## src/wato_pkg.sv

```systemverilog
// Package with the shared types, constants and helper function of the timeout queue.
`timescale 1ns / 1ps
package wato_pkg;

   localparam int ENTRIES_DEF = 16;
   localparam int NUM_SLOTS   = 16;
   localparam int SLOT_W      = 4;
   localparam int DL_W        = 64;
   localparam int ACT_W       = 2;
   localparam int ERR_W       = 2;

   localparam logic OP_ENQ = 1'b0;
   localparam logic OP_DEQ = 1'b1;

   localparam logic [ERR_W-1:0] ERR_NONE       = 2'd0;
   localparam logic [ERR_W-1:0] ERR_QUEUED     = 2'd1;
   localparam logic [ERR_W-1:0] ERR_NOT_QUEUED = 2'd2;

   typedef struct packed {
      logic capture;
      logic commit;
   } cmd_type;

   // a is earlier than b when (a - b) mod 2^64 lies in the upper half of the range.
   function automatic logic is_earlier(input logic [DL_W-1:0] a, input logic [DL_W-1:0] b);
      logic [DL_W-1:0] diff;
      diff = a - b;
      return diff[DL_W-1];
   endfunction

endpackage

```

## src/wato_ifs.sv

```systemverilog
// Request and response channel interfaces of the timeout queue.
`timescale 1ns / 1ps
interface wato_req_if;
   import wato_pkg::*;
   logic              valid;
   logic              ready;
   logic              opcode;
   logic [SLOT_W-1:0] slot;
   logic [DL_W-1:0]   deadline;
   logic [ACT_W-1:0]  expiry_action;
   modport source (output valid, opcode, slot, deadline, expiry_action, input ready);
   modport sink (input valid, opcode, slot, deadline, expiry_action, output ready);
endinterface

interface wato_rsp_if;
   import wato_pkg::*;
   logic              valid;
   logic              ready;
   logic [ERR_W-1:0]  error_code;
   logic              head_changed;
   logic              head_valid;
   logic [SLOT_W-1:0] head_slot;
   logic [DL_W-1:0]   head_deadline;
   logic [ACT_W-1:0]  head_action;
   modport source (output valid, error_code, head_changed, head_valid, head_slot,
                   head_deadline, head_action, input ready);
   modport sink (input valid, error_code, head_changed, head_valid, head_slot,
                 head_deadline, head_action, output ready);
endinterface

```

## src/wato_ctrl.sv

```systemverilog
// Controller state machine that sequences capture and commit of each transaction.
`timescale 1ns / 1ps
module wato_ctrl (
   input  logic              clock,
   input  logic              reset,
   input  logic              req_valid,
   output logic              req_ready,
   output logic              rsp_valid,
   input  logic              rsp_ready,
   output wato_pkg::cmd_type cmd
);
   import wato_pkg::*;

   localparam logic ST_IDLE = 1'b0;
   localparam logic ST_UPD  = 1'b1;

   logic state_ff, state_in;
   logic rsp_valid_ff, rsp_valid_in;
   logic slot_free;

   assign req_ready   = (state_ff == ST_IDLE) && !reset;
   assign slot_free   = !rsp_valid_ff || rsp_ready;
   assign cmd.capture = req_valid && req_ready;
   assign cmd.commit  = (state_ff == ST_UPD) && slot_free;
   assign rsp_valid   = rsp_valid_ff;

   always_comb begin
      state_in = state_ff;
      unique case (state_ff)
         ST_IDLE: begin
            if (cmd.capture) state_in = ST_UPD;
         end
         ST_UPD: begin
            if (slot_free) state_in = ST_IDLE;
         end
         default: state_in = ST_IDLE;
      endcase
   end

   assign rsp_valid_in = cmd.commit || (rsp_valid_ff && !rsp_ready);

   always_ff @(posedge clock) begin
      if (reset) begin
         state_ff     <= ST_IDLE;
         rsp_valid_ff <= 1'b0;
      end else begin
         state_ff     <= state_in;
         rsp_valid_ff <= rsp_valid_in;
      end
   end

`ifndef SYNTH
   a_capture_leads_to_update: assert property (@(posedge clock) disable iff (reset)
      cmd.capture |=> (state_ff == ST_UPD))
      else $error("A captured transaction did not move the controller to the update state.");

   a_commit_only_in_update: assert property (@(posedge clock) disable iff (reset)
      cmd.commit |-> (state_ff == ST_UPD) && !cmd.capture)
      else $error("A commit was issued outside the update state.");

   a_commit_gives_response: assert property (@(posedge clock) disable iff (reset)
      cmd.commit |=> rsp_valid_ff)
      else $error("A committed transaction produced no response.");
`endif

endmodule

```

## src/wato_dp.sv

```systemverilog
// Datapath holding the ordered entry registers, slot flags and the response register.
`timescale 1ns / 1ps
module wato_dp #(
   parameter int ENTRIES = wato_pkg::ENTRIES_DEF
) (
   input  logic                        clock,
   input  logic                        reset,
   input  wato_pkg::cmd_type           cmd,
   input  logic                        req_opcode,
   input  logic [wato_pkg::SLOT_W-1:0] req_slot,
   input  logic [wato_pkg::DL_W-1:0]   req_deadline,
   input  logic [wato_pkg::ACT_W-1:0]  req_expiry_action,
   output logic [wato_pkg::ERR_W-1:0]  rsp_error_code,
   output logic                        rsp_head_changed,
   output logic                        rsp_head_valid,
   output logic [wato_pkg::SLOT_W-1:0] rsp_head_slot,
   output logic [wato_pkg::DL_W-1:0]   rsp_head_deadline,
   output logic [wato_pkg::ACT_W-1:0]  rsp_head_action
);
   import wato_pkg::*;

   localparam int CNT_W = $clog2(ENTRIES + 1);

   logic [SLOT_W-1:0] slots_ff [ENTRIES];
   logic [SLOT_W-1:0] slots_in [ENTRIES];
   logic [DL_W-1:0]   dls_ff   [ENTRIES];
   logic [DL_W-1:0]   dls_in   [ENTRIES];
   logic [ACT_W-1:0]  acts_ff  [ENTRIES];
   logic [ACT_W-1:0]  acts_in  [ENTRIES];

   logic [CNT_W-1:0]     count_ff, count_in;
   logic [NUM_SLOTS-1:0] queued_ff, queued_in;

   logic              op_ff;
   logic [SLOT_W-1:0] slot_ff;
   logic [DL_W-1:0]   dl_ff;
   logic [ACT_W-1:0]  act_ff;
   logic [ENTRIES-1:0] hit_ff, hit_in;
   logic [ERR_W-1:0]  err_ff, err_in;
   logic              full_ff, full_in;

   logic [ENTRIES-1:0] hit_dec, below, first;
   logic               none, apply, changed;

   logic [ERR_W-1:0]  rsp_err_ff;
   logic              rsp_chg_ff, rsp_hv_ff;
   logic [SLOT_W-1:0] rsp_hs_ff;
   logic [DL_W-1:0]   rsp_hd_ff;
   logic [ACT_W-1:0]  rsp_ha_ff;

   // Parallel compare of the incoming transaction against every occupied entry.
   for (genvar i = 0; i < ENTRIES; i++) begin : g_hit
      assign hit_in[i] = (CNT_W'(i) < count_ff) &&
                         ((req_opcode == OP_ENQ) ? is_earlier(req_deadline, dls_ff[i])
                                                 : (slots_ff[i] == req_slot));
   end

   always_comb begin
      err_in = ERR_NONE;
      if (req_opcode == OP_ENQ && queued_ff[req_slot]) err_in = ERR_QUEUED;
      if (req_opcode == OP_DEQ && !queued_ff[req_slot]) err_in = ERR_NOT_QUEUED;
   end

   assign full_in = (count_ff == CNT_W'(ENTRIES));

   always_ff @(posedge clock) begin
      if (cmd.capture) begin
         op_ff   <= req_opcode;
         slot_ff <= req_slot;
         dl_ff   <= req_deadline;
         act_ff  <= req_expiry_action;
         hit_ff  <= hit_in;
         err_ff  <= err_in;
         full_ff <= full_in;
      end
   end

   // Bits below the first hit, and the first hit itself, found with one subtraction.
   assign hit_dec = hit_ff - {{(ENTRIES - 1){1'b0}}, 1'b1};
   assign below   = hit_dec & ~hit_ff;
   assign first   = hit_ff & ~hit_dec;
   assign none    = (hit_ff == '0);
   assign apply   = (err_ff == ERR_NONE) && !(op_ff == OP_ENQ && full_ff);

   for (genvar i = 0; i < ENTRIES; i++) begin : g_cell
      logic [SLOT_W-1:0] s_prev, s_next;
      logic [DL_W-1:0]   d_prev, d_next;
      logic [ACT_W-1:0]  a_prev, a_next;
      logic              new_here, shift_up, shift_down;

      if (i == 0) begin : g_low
         assign s_prev = slots_ff[i];
         assign d_prev = dls_ff[i];
         assign a_prev = acts_ff[i];
      end else begin : g_low
         assign s_prev = slots_ff[i-1];
         assign d_prev = dls_ff[i-1];
         assign a_prev = acts_ff[i-1];
      end

      if (i == ENTRIES - 1) begin : g_high
         assign s_next = slots_ff[i];
         assign d_next = dls_ff[i];
         assign a_next = acts_ff[i];
      end else begin : g_high
         assign s_next = slots_ff[i+1];
         assign d_next = dls_ff[i+1];
         assign a_next = acts_ff[i+1];
      end

      assign new_here   = first[i] || (none && (count_ff == CNT_W'(i)));
      assign shift_up   = !below[i] && !first[i];
      assign shift_down = !below[i];

      always_comb begin
         slots_in[i] = slots_ff[i];
         dls_in[i]   = dls_ff[i];
         acts_in[i]  = acts_ff[i];
         if (apply) begin
            if (op_ff == OP_ENQ) begin
               if (new_here) begin
                  slots_in[i] = slot_ff;
                  dls_in[i]   = dl_ff;
                  acts_in[i]  = act_ff;
               end else if (shift_up) begin
                  slots_in[i] = s_prev;
                  dls_in[i]   = d_prev;
                  acts_in[i]  = a_prev;
               end
            end else if (shift_down) begin
               slots_in[i] = s_next;
               dls_in[i]   = d_next;
               acts_in[i]  = a_next;
            end
         end
      end
   end

   always_comb begin
      count_in  = count_ff;
      queued_in = queued_ff;
      changed   = 1'b0;
      if (apply) begin
         if (op_ff == OP_ENQ) begin
            count_in           = count_ff + CNT_W'(1);
            queued_in[slot_ff] = 1'b1;
            changed            = first[0] || (none && (count_ff == '0));
         end else begin
            if (!none) count_in = count_ff - CNT_W'(1);
            queued_in[slot_ff] = 1'b0;
            changed            = first[0];
         end
      end
   end

   always_ff @(posedge clock) begin
      if (cmd.commit) begin
         slots_ff <= slots_in;
         dls_ff   <= dls_in;
         acts_ff  <= acts_in;
      end
   end

   always_ff @(posedge clock) begin
      if (reset) begin
         count_ff  <= '0;
         queued_ff <= '0;
      end else if (cmd.commit) begin
         count_ff  <= count_in;
         queued_ff <= queued_in;
      end
   end

   always_ff @(posedge clock) begin
      if (cmd.commit) begin
         rsp_err_ff <= err_ff;
         rsp_chg_ff <= changed;
         rsp_hv_ff  <= (count_in != '0);
         rsp_hs_ff  <= (count_in != '0) ? slots_in[0] : '0;
         rsp_hd_ff  <= (count_in != '0) ? dls_in[0] : '0;
         rsp_ha_ff  <= (count_in != '0) ? acts_in[0] : '0;
      end
   end

   assign rsp_error_code    = rsp_err_ff;
   assign rsp_head_changed  = rsp_chg_ff;
   assign rsp_head_valid    = rsp_hv_ff;
   assign rsp_head_slot     = rsp_hs_ff;
   assign rsp_head_deadline = rsp_hd_ff;
   assign rsp_head_action   = rsp_ha_ff;

`ifndef SYNTH
   a_count_in_range: assert property (@(posedge clock) disable iff (reset)
      count_ff <= CNT_W'(ENTRIES))
      else $error("The entry count exceeds the queue depth.");

   a_flags_match_count: assert property (@(posedge clock) disable iff (reset)
      $countones(queued_ff) == int'(count_ff))
      else $error("The number of queued slots differs from the entry count.");

   a_state_held_between_commits: assert property (@(posedge clock) disable iff (reset)
      (!reset && !cmd.commit) |=> $stable(count_ff) && $stable(queued_ff))
      else $error("The queue state changed without a commit.");
`endif

endmodule

```

## src/wrap_aware_timeout_queue.sv

```systemverilog
// Top level of the wrap-aware timeout queue: an ordered list of watchdog deadlines.
// The req_if channel carries enqueue and dequeue transactions for one of 16 slots;
// the rsp_if channel returns exactly one response per transaction, reporting the
// error code, whether the head changed, and the slot, deadline and action at the head.
// Deadlines are ordered with wrap-around, and equal deadlines keep arrival order.
// Each transaction is handled in order: the accept edge registers a parallel compare of
// the request against every stored entry, and the commit edge shifts the ordered
// register array and loads the response register. A response becomes valid once its
// update is committed, and no new request is accepted until the pending update has
// committed. The response register decouples the two channels, so a new
// request is taken while the previous response still waits; if the receiver stalls,
// the pending update waits in its state until the response register is free.
// Reset is synchronous and empties the queue and all slot flags at once; the entry
// registers themselves are not cleared and need no clearing pass.
`timescale 1ns / 1ps
module wrap_aware_timeout_queue #(
   parameter int ENTRIES = wato_pkg::ENTRIES_DEF
) (
   input logic         clock,
   input logic         reset,
   wato_req_if.sink    req_if,
   wato_rsp_if.source  rsp_if
);
   import wato_pkg::*;

   cmd_type cmd;

   wato_ctrl u_ctrl (
      .clock     (clock),
      .reset     (reset),
      .req_valid (req_if.valid),
      .req_ready (req_if.ready),
      .rsp_valid (rsp_if.valid),
      .rsp_ready (rsp_if.ready),
      .cmd       (cmd)
   );

   wato_dp #(
      .ENTRIES (ENTRIES)
   ) u_dp (
      .clock             (clock),
      .reset             (reset),
      .cmd               (cmd),
      .req_opcode        (req_if.opcode),
      .req_slot          (req_if.slot),
      .req_deadline      (req_if.deadline),
      .req_expiry_action (req_if.expiry_action),
      .rsp_error_code    (rsp_if.error_code),
      .rsp_head_changed  (rsp_if.head_changed),
      .rsp_head_valid    (rsp_if.head_valid),
      .rsp_head_slot     (rsp_if.head_slot),
      .rsp_head_deadline (rsp_if.head_deadline),
      .rsp_head_action   (rsp_if.head_action)
   );

endmodule

```

## src/flat_wrapper.sv

```systemverilog
// flat-port wrapper written by rule: the top's interface ports become plain ports
module wrap_aware_timeout_queue_flat import wato_pkg::*;
#(
   parameter int ENTRIES = wato_pkg::ENTRIES_DEF
)
  (clock, reset, req_if_valid, req_if_opcode, req_if_slot, req_if_deadline, req_if_expiry_action, req_if_ready, rsp_if_valid, rsp_if_error_code, rsp_if_head_changed, rsp_if_head_valid, rsp_if_head_slot, rsp_if_head_deadline, rsp_if_head_action, rsp_if_ready);
  wato_req_if req_if_i ();
  wato_rsp_if rsp_if_i ();
  input logic clock;
  input logic reset;
  input wire logic [$bits(req_if_i.valid)-1:0] req_if_valid;
  input wire logic [$bits(req_if_i.opcode)-1:0] req_if_opcode;
  input wire logic [$bits(req_if_i.slot)-1:0] req_if_slot;
  input wire logic [$bits(req_if_i.deadline)-1:0] req_if_deadline;
  input wire logic [$bits(req_if_i.expiry_action)-1:0] req_if_expiry_action;
  output wire logic [$bits(req_if_i.ready)-1:0] req_if_ready;
  output wire logic [$bits(rsp_if_i.valid)-1:0] rsp_if_valid;
  output wire logic [$bits(rsp_if_i.error_code)-1:0] rsp_if_error_code;
  output wire logic [$bits(rsp_if_i.head_changed)-1:0] rsp_if_head_changed;
  output wire logic [$bits(rsp_if_i.head_valid)-1:0] rsp_if_head_valid;
  output wire logic [$bits(rsp_if_i.head_slot)-1:0] rsp_if_head_slot;
  output wire logic [$bits(rsp_if_i.head_deadline)-1:0] rsp_if_head_deadline;
  output wire logic [$bits(rsp_if_i.head_action)-1:0] rsp_if_head_action;
  input wire logic [$bits(rsp_if_i.ready)-1:0] rsp_if_ready;
  assign req_if_i.valid = req_if_valid;
  assign req_if_i.opcode = req_if_opcode;
  assign req_if_i.slot = req_if_slot;
  assign req_if_i.deadline = req_if_deadline;
  assign req_if_i.expiry_action = req_if_expiry_action;
  assign req_if_ready = req_if_i.ready;
  assign rsp_if_valid = rsp_if_i.valid;
  assign rsp_if_error_code = rsp_if_i.error_code;
  assign rsp_if_head_changed = rsp_if_i.head_changed;
  assign rsp_if_head_valid = rsp_if_i.head_valid;
  assign rsp_if_head_slot = rsp_if_i.head_slot;
  assign rsp_if_head_deadline = rsp_if_i.head_deadline;
  assign rsp_if_head_action = rsp_if_i.head_action;
  assign rsp_if_i.ready = rsp_if_ready;
  wrap_aware_timeout_queue #(.ENTRIES(ENTRIES)) u_core (.clock(clock), .reset(reset), .req_if(req_if_i), .rsp_if(rsp_if_i));
endmodule
```

## config.mk

```make
export PLATFORM = sky130hd
export DESIGN_NAME = wrap_aware_timeout_queue_flat
export DESIGN_NICKNAME = d
export VERILOG_FILES = /design/src/wato_pkg.sv /design/src/wato_ifs.sv /design/src/wato_ctrl.sv /design/src/wato_dp.sv /design/src/wrap_aware_timeout_queue.sv /design/src/flat_wrapper.sv
export SDC_FILE = /design/constraint.sdc
export NUM_CORES = 2
export LEC_CHECK = 0
export BUFFER_PORTS_ARGS = -buffer_cell sky130_fd_sc_hd__buf_2
export CORE_ASPECT_RATIO = 0.5
export CORE_MARGIN = 2
export CORE_UTILIZATION = 60
export CTS_BUF_LIST = sky130_fd_sc_hd__clkbuf_4 sky130_fd_sc_hd__clkbuf_8
export CTS_CLUSTER_DIAMETER = 200
export DETAILED_ROUTE_END_ITERATION = 10
export PLACE_DENSITY_LB_ADDON = 0.15
export SYNTH_ARGS = -nofsm -noshare
export SYNTH_HDL_FRONTEND = slang
export SYNTH_HIERARCHICAL = 1
export SYNTH_SLANG_ARGS = --single-unit
```

## constraint.sdc

```tcl
create_clock -name clock -period 21.7 [get_ports clock]
set_input_delay 1.085 -clock clock [delete_from_list [all_inputs] [get_ports clock]]
set_output_delay 1.085 -clock clock [all_outputs]
set_load 0.05 [all_outputs]
```

# Yosys cells after proc, flatten, opt, wreduce, memory -nomap -nowiden
# Cells that the tools add are included.
[op_classes]
eq_ne = 46
reduce_logical = 144
n_addsub = 19
muxes = 215
n_lt_le_gt_ge = 19
bitwise_logic = 10
[ops]
columns = ["operator", "count"]
rows = [
  ["two-way mux 64 bit", 62],
  ["subtractor 64 bit", 16],
  ["two-way mux 4 bit", 62],
  ["two-way mux 2 bit", 62],
  ["equality test 4 bit", 16],
  ["AND reduction 4 bit", 15],
  ["logical AND 1 bit", 56],
  ["bitwise AND 16 bit", 3],
  ["inverter 16 bit", 3],
  ["nonzero test 3 bit", 14],
  ["equality test 5 x 4 -> 1 bit (second input constant)", 8],
  ["< comparator 4 x 5 -> 1 bit (first input constant)", 8],
  ["logical NOT 1 bit", 35],
  ["!= test 2 bit (second input constant)", 14],
  ["two-way mux 1 bit", 22],
  ["equality test 5 x 3 -> 1 bit (second input constant)", 4],
  ["< comparator 3 x 5 -> 1 bit (first input constant)", 4],
  ["logical OR 1 bit", 18],
  ["logical NOT 16 bit", 1],
  ["two-way mux 16 bit", 1],
  ["OR 16 bit", 1],
  ["subtractor 16 x 1 -> 16 bit (second input constant)", 1],
  ["two-way mux 5 bit", 3],
  ["equality test 5 x 2 -> 1 bit (second input constant)", 2],
  ["17 further kinds", 22],
]
[word_totals]
elab_cells = 518
ff_bits = 1307
inputBits = 75
out_inout_bits = 76

# Depth between registers and ports, before layout
[depth]
word_depth = 8
mapped_depth = 14
ltp_nobuf = 13

# Modules after synthesis
# Netlist, hierarchy kept.
[modules_own_cells]
columns = ["module", "seq_area_each_um2", "n_inst", "area_each_um2", "cells_per_inst"]
rows = [
  ["wato_dp", 38977.4, 1, 89525.9, 9189],
  ["wato_ctrl", 40.0, 1, 93.8, 10],
]

# Worst setup path before layout
# Ideal clock, no wire load.
[synth_timing]
path_type = "input-to-reg"
from = "input rsp_if_ready"
to = "register u_core.u_dp.acts_ff, in the netlist u_core/u_dp/g_cell[14].a_next[0], enable pin"
setup_slack_ns = 12.211
stages = 5
n_path_buf = 1
t_arrival_ns = 8.886
t_required_ns = 21.098
setup_time_ns = 0.602
cell_sequence = "nand2b_1 > and2_2 > nand2_1 > buf_1 > a211oi_1"
[synth_lines]
columns = ["item", "line_no", "text"]
rows = [
  ["start: declaration", "flat_wrapper.sv:24", "input wire logic [$bits(rsp_if_i.ready)-1:0] rsp_if_ready;"],
  ["end signal: assignment", "wato_dp.sv:160", "acts_ff <= acts_in;"],
  ["end: declaration", "wato_dp.sv:28", "logic [ACT_W-1:0] acts_ff [ENTRIES];"],
]

# Final worst setup path
[layout_timing]
from = "register u_core.u_dp.hit_ff[0]"
to = "register u_core.u_dp.dls_ff, in the netlist u_core/u_dp/g_cell[2].d_next[44], enable pin"
[layout_via]
elab_chain_cells = 7
elab_cells_between_ends = 13
classes_between = "add/sub: 1; eq/ne: 1; bitwise: 3; reduce/logical: 8"
[layout_lines]
columns = ["item", "line_no", "text"]
rows = [
  ["start: declaration", "wato_dp.sv:38", "logic [ENTRIES-1:0] hit_ff, hit_in;"],
  ["start signal: assignment", "wato_dp.sv:72", "hit_ff <= hit_in;"],
  ["subtractor 16 x 1 -> 16 bit", "wato_dp.sv:79", "assign hit_dec = hit_ff - {{(ENTRIES - 1){1'b0}}, 1'b1};"],
  ["inverter 16 bit", "wato_dp.sv:81", "assign first = hit_ff & ~hit_dec;"],
  ["bitwise AND 16 bit", "wato_dp.sv:81", ""],
  ["logical NOT 1 bit", "wato_dp.sv:112", "assign shift_up = !below[i] && !first[i];"],
  ["logical AND 1 bit", "wato_dp.sv:112", ""],
  ["nonzero test 3 bit (no source line)", "--", ""],
  ["AND reduction 4 bit (no source line) *", "--", ""],
  ["end signal: assignment", "wato_dp.sv:159", "dls_ff <= dls_in;"],
  ["end: declaration", "wato_dp.sv:26", "logic [DL_W-1:0] dls_ff [ENTRIES];"],
]
# Every way passes the cells marked *; elsewhere a longest branch is shown, timed or not.
# A chain may end at the register's enable or synchronous reset.

==> tab_implementation.tex <==
\begin{tabular}{lr}
\hline
Metric & Value \\
\hline
\multicolumn{2}{l}{\textbf{Yosys}} \\
Netlist area before placement & 0.0896 mm\^{}2 \\
Post-synth cell types & 74 \\
Multiplexer share of the synthesized area & 10.0\% \\
Sequential cell area fraction in the yosys report & 43.5\% \\
Synthesized flop and latch total & 1307 \\
Syn Nets & 10300 \\
Arithmetic-cell share of the synthesized area counting full adders, half adders and majority gates & 13.9\% \\
Cell count after synthesis & 9199 \\
Simple-gate share of the synthesized area & 9.85\% \\
Total of warnings raised by yosys & 6 \\
Primary flip-flop cell chosen by synthesis mapping & edfxtp\_1 \\
Number of flops mapped to enable cells by yosys & $\sim$1300 \\
Async set-reset flop share out of synthesis & 0\% \\
Xor and xnor area share after synthesis & 0.928\% \\
Area fraction in compound gates after synthesis & 15.3\% \\
Synthesized area per cell & 9.74 um\^{}2 \\
Combinational family with the most area after synthesis & compound AO/OA/AOI/OAI gates \\
\multicolumn{2}{l}{\textbf{Route}} \\
Total wire length & 263000 um \\
Via count & a little over 70000 \\
Average via count per standard cell & between 6 and 7 \\
Detailed-route DRC error count & 0 \\
DR iter-0 viols & 8943 \\
Initial DRT Pass Iterations & 7 \\
Detail-routed net length per standard cell & 23.3 um \\
Count of antenna-violating nets left after detailed routing & 0 \\
\multicolumn{2}{l}{\textbf{GRT}} \\
Wire length of the first global-routing pass & 398000 um \\
GR Util met1 & between 50 and 60\% \\
Maximum number of pins on one net before global-route repair & 232 \\
Met2 Track Usage GR & a little under half \\
Overflow after GRT & 0 \\
Met3 Use GR & 6.62\% \\
Via count of the first global-routing pass & 65400 \\
GRT busiest layer & met1 \\
Combined global-route utilization of all metal layers & 33.7\% \\
Number of antenna violations at the first check in global routing & 8 \\
\multicolumn{2}{l}{\textbf{Pwr}} \\
Part of the power in the clock network & between 30\% and 40\% \\
Internal power summed over all cells & 4120 uW \\
Portion of total power attributed to combinational logic & 11.4\% \\
Power density normalized to cell area & 59.0 mW/mm\^{}2 \\
Switch share & 27.4\% \\
Maximum vdd drop & 50.0 uV \\
Sequential Power Share & 50.8\% \\
Switching Power & 1550 uW \\
P\_leak & about 0.044 uW \\
\multicolumn{2}{l}{\textbf{Critical path}} \\
Arrival time at the worst endpoint & roughly 6.2 ns \\
Critical path class & flop to flop \\
Terminus of the critical flop-to-flop path & u\_core/u\_dp/g\_cell[2].d\_next[44] \\
Worst setup path startpoint & u\_core/u\_dp/hit\_ff[0] \\
Type of element capturing the critical path & flop \\
Worst flop-to-flop path startpoint & u\_core/u\_dp/hit\_ff[0] \\
Nature of the critical path startpoint & flop \\
Data required time at the worst endpoint & 22.19 ns \\
Maximum fanout encountered on the critical timing path & 48 \\
Slack of the worst reg-to-reg path & 16.00 ns \\
Worst reg-to-reg path cell count & 10 \\
\multicolumn{2}{l}{\textbf{Layout}} \\
Fraction of layout cells with a size suffix above 1 & 7.55\% \\
Area overhead of the layout relative to synthesis & 7.16\% \\
Commonest non-fill, non-tap cell in the layout & edfxtp\_1 \\
Filler Cell Count & 12200 \\
Storage element area & 0.0390 mm\^{}2 \\
Multi-input gate area & 0.0452 mm\^{}2 \\
Nets & roughly 10000 \\
Cell area after layout & roughly 0.096 mm\^{}2 \\
Final cell utilization of the core & between 60 and 70\% \\
Commonest cells after routing, fill and taps aside & edfxtp\_1, o21ai\_0, nand2\_1 \\
Number of cells in the finished layout apart from fillers & 11300 \\
\multicolumn{2}{l}{\textbf{Timing}} \\
Number of failing setup endpoints in the final timing report & 0 \\
Maximum clock rate & about 180 MHz \\
Ratio of final minimum period to clock period & 26.3\% \\
Unrepaired setup endpoints after global routing & no \\
Clock skew & 0.0716 ns \\
Worst rel slew slack & 3.60\% \\
Min cycle time layout & 5.70 ns \\
Count of endpoints failing hold in the final timing report & 0 \\
Slew of the pin with the lowest slew margin & 1.44 ns \\
Count of pins over their slew limit & 0 \\
Accumulated negative setup slack & 0 ns \\
\multicolumn{2}{l}{\textbf{Clocking}} \\
Clock Sinks & 1307 \\
Clock-pin slew reported for the worst setup and hold paths after clock tree synthesis & approximately 0.08 ns \\
Max Buffers Root-to-Sink & 4 \\
TritonCTS clock tree & yes \\
Setup fix buffers added after clock tree synthesis & 0 \\
Cts bufs inserted & roughly 200 \\
Clock latency reported for the late side of the worst-skew pair & 0.94 ns \\
Count of cells resized by post-cts repair & 0 \\
Hold Buf Count CTS & 0 \\
H-tree depth & 4 \\
Clock root buffer & clkbuf\_8 \\
\multicolumn{2}{l}{\textbf{Place}} \\
Number of cells after detailed placement & 10900 \\
Port bufs & 150 \\
Post-detailed-placement half-perimeter wirelength & 185000 um \\
Placement-stage cell area & 0.0921 mm\^{}2 \\
RePlAce Congestion & 0.975 \\
\multicolumn{2}{l}{\textbf{Floorplan}} \\
Area of the core region & 0.149 mm\^{}2 \\
IO Count & 151 \\
Initial core utilization & 60.3\% \\
Vertical die dimension & between 200 and 300 um \\
DIE AREA & 0.153 mm\^{}2 \\
Number of core rows & 100 \\
Horizontal extent of the die & 551 um \\
\multicolumn{2}{l}{\textbf{Hold path}} \\
Worst hold stages & 1 \\
Hold crit path type & primary input to flop \\
Worst min-delay path startpoint & req\_if\_expiry\_action[0] \\
End point of the most critical hold path & u\_core/u\_dp/act\_ff[0] \\
\multicolumn{2}{l}{\textbf{Status}} \\
Result of the run & finished, final reports clean \\
\multicolumn{2}{l}{\textbf{Job}} \\
\# Max-Cap Violations & 0 \\
\hline
\end{tabular}
how the worst max path moves through the flow:
stage	depth (start not counted)	slack (ns)	end
after floorplan	5	12.21	u_core/u_dp/g_cell[14].a_next[0]
after global placement	11	15.98	u_core/u_dp/hit_ff[7]
after detailed placement	13	16.08	u_core/u_dp/hit_ff[2]
after CTS	10	16.09	u_core/u_dp/g_cell[2].d_next[44]
after global routing	9	15.78	u_core/u_dp/rsp_head_deadline[14]
final	10	16.00	u_core/u_dp/g_cell[2].d_next[44]
area by class of cell:
cell class                      instances  share of cell area (%)
Inverter                             1006                    3.93
Antenna cell                            3                 0.00782
Tap cell                             1989                    2.59
Sequential cell                      1307                    40.6
Clock buffer                          268                    3.48
Clock inverter                         96                   0.612
Multi-Input combinational cell       6368                    47.1
Timing Repair Buffer                  262                    1.70
cell usage after synthesis, types with 101 or more instances:
| cell | n | area (um^2) |
|---|---|---|
| nand4_1 | 201 | 1260 |
| a21o_1 | 379 | 2850 |
| o21ai_0 | 1114 | 5580 |
| inv_1 | 1006 | 3780 |
| nor2b_1 | 101 | 632 |
| clkbuf_1 | 402 | 1510 |
| nand2_1 | 1067 | 4010 |
| nor2_1 | 410 | 1540 |
| edfxtp_1 | 1284 | 38600 |
| ha_1 | 997 | 12500 |
| mux2i_1 | 799 | 8000 |
| a21oi_1 | 615 | 3080 |
power groups by stage:
stage / Combinational, uW / Sequential (uW) / Clock [uW]
after floorplan: 391 / 2940 / 0
after global placement: 610 / 2930 / 0
after detailed placement: 629 / 2930 / 0
after CTS: 631 / 2880 / 2170
after global routing: 708 / 2890 / 2270
final: 644 / 2880 / 2140
through the flow:
| step | setup slack [ns] | total power, uW | hold slack [ns] |
|---|---|---|---|
| 4_1_cts | 16.09 | 5680 | 0.258 |
| 2_1_floorplan | 12.21 | 3330 | 0.450 |
| 5_1_grt | 15.78 | 5870 | 0.274 |
| 6_report | 16.00 | 5670 | 0.326 |
| 3_5_place_dp | 16.08 | 3560 | 0.475 |
| 3_3_place_gp | 15.98 | 3540 | 0.464 |
cell families after synthesis:
| group | Yosys count |
|---|---|
| compound gates | 2378 |
| xor+xnor | 95 |
| mux | 882 |
| simple gates | 2016 |
| flops | 1307 |
| fa+ha+maj | 997 |
| buf+inv | 1524 |
flip-flops by register name, summed over array words and instances, names as in the netlist, 4 cells and up, named ones only:
register,cells
u_core/u_dp/g_cell.d_next,832
u_core/u_dp/g_cell.d_prev,192
u_core/u_dp/dl_ff,64
u_core/u_dp/rsp_head_deadline,64
u_core/u_dp/g_cell.s_next,52
u_core/u_dp/g_cell.a_next,26
u_core/u_dp/hit_ff,16
u_core/u_dp/g_cell.s_prev,12
u_core/u_dp/g_cell.a_prev,6
u_core/u_dp/count_ff,5
u_core/u_dp/rsp_head_slot,4
u_core/u_dp/slot_ff,4
metal layers:
layer / share of wire, % / vias to the layer above / routed length [um]
met5: 0.0068 / - / 18
met4: 2.8 / 2 / 7480
met3: 12 / 389 / 30500
met2: 40 / 3559 / 105000
met1: 46 / 34100 / 120000
li1: - / 32900 / -
critical path: stages (launching register included):
cell	delay, ns
edfxtp_1	0.37
buf_4	0.35
or3_4	0.52
nor3b_2	0.39
nand2_1	0.24
nor2_1	0.38
nand2_1	0.36
nor2_1	0.54
a311oi_1	0.24
nor2_4	0.88
buf_4	0.91
Note: power is estimated with default switching activity, not from simulation.
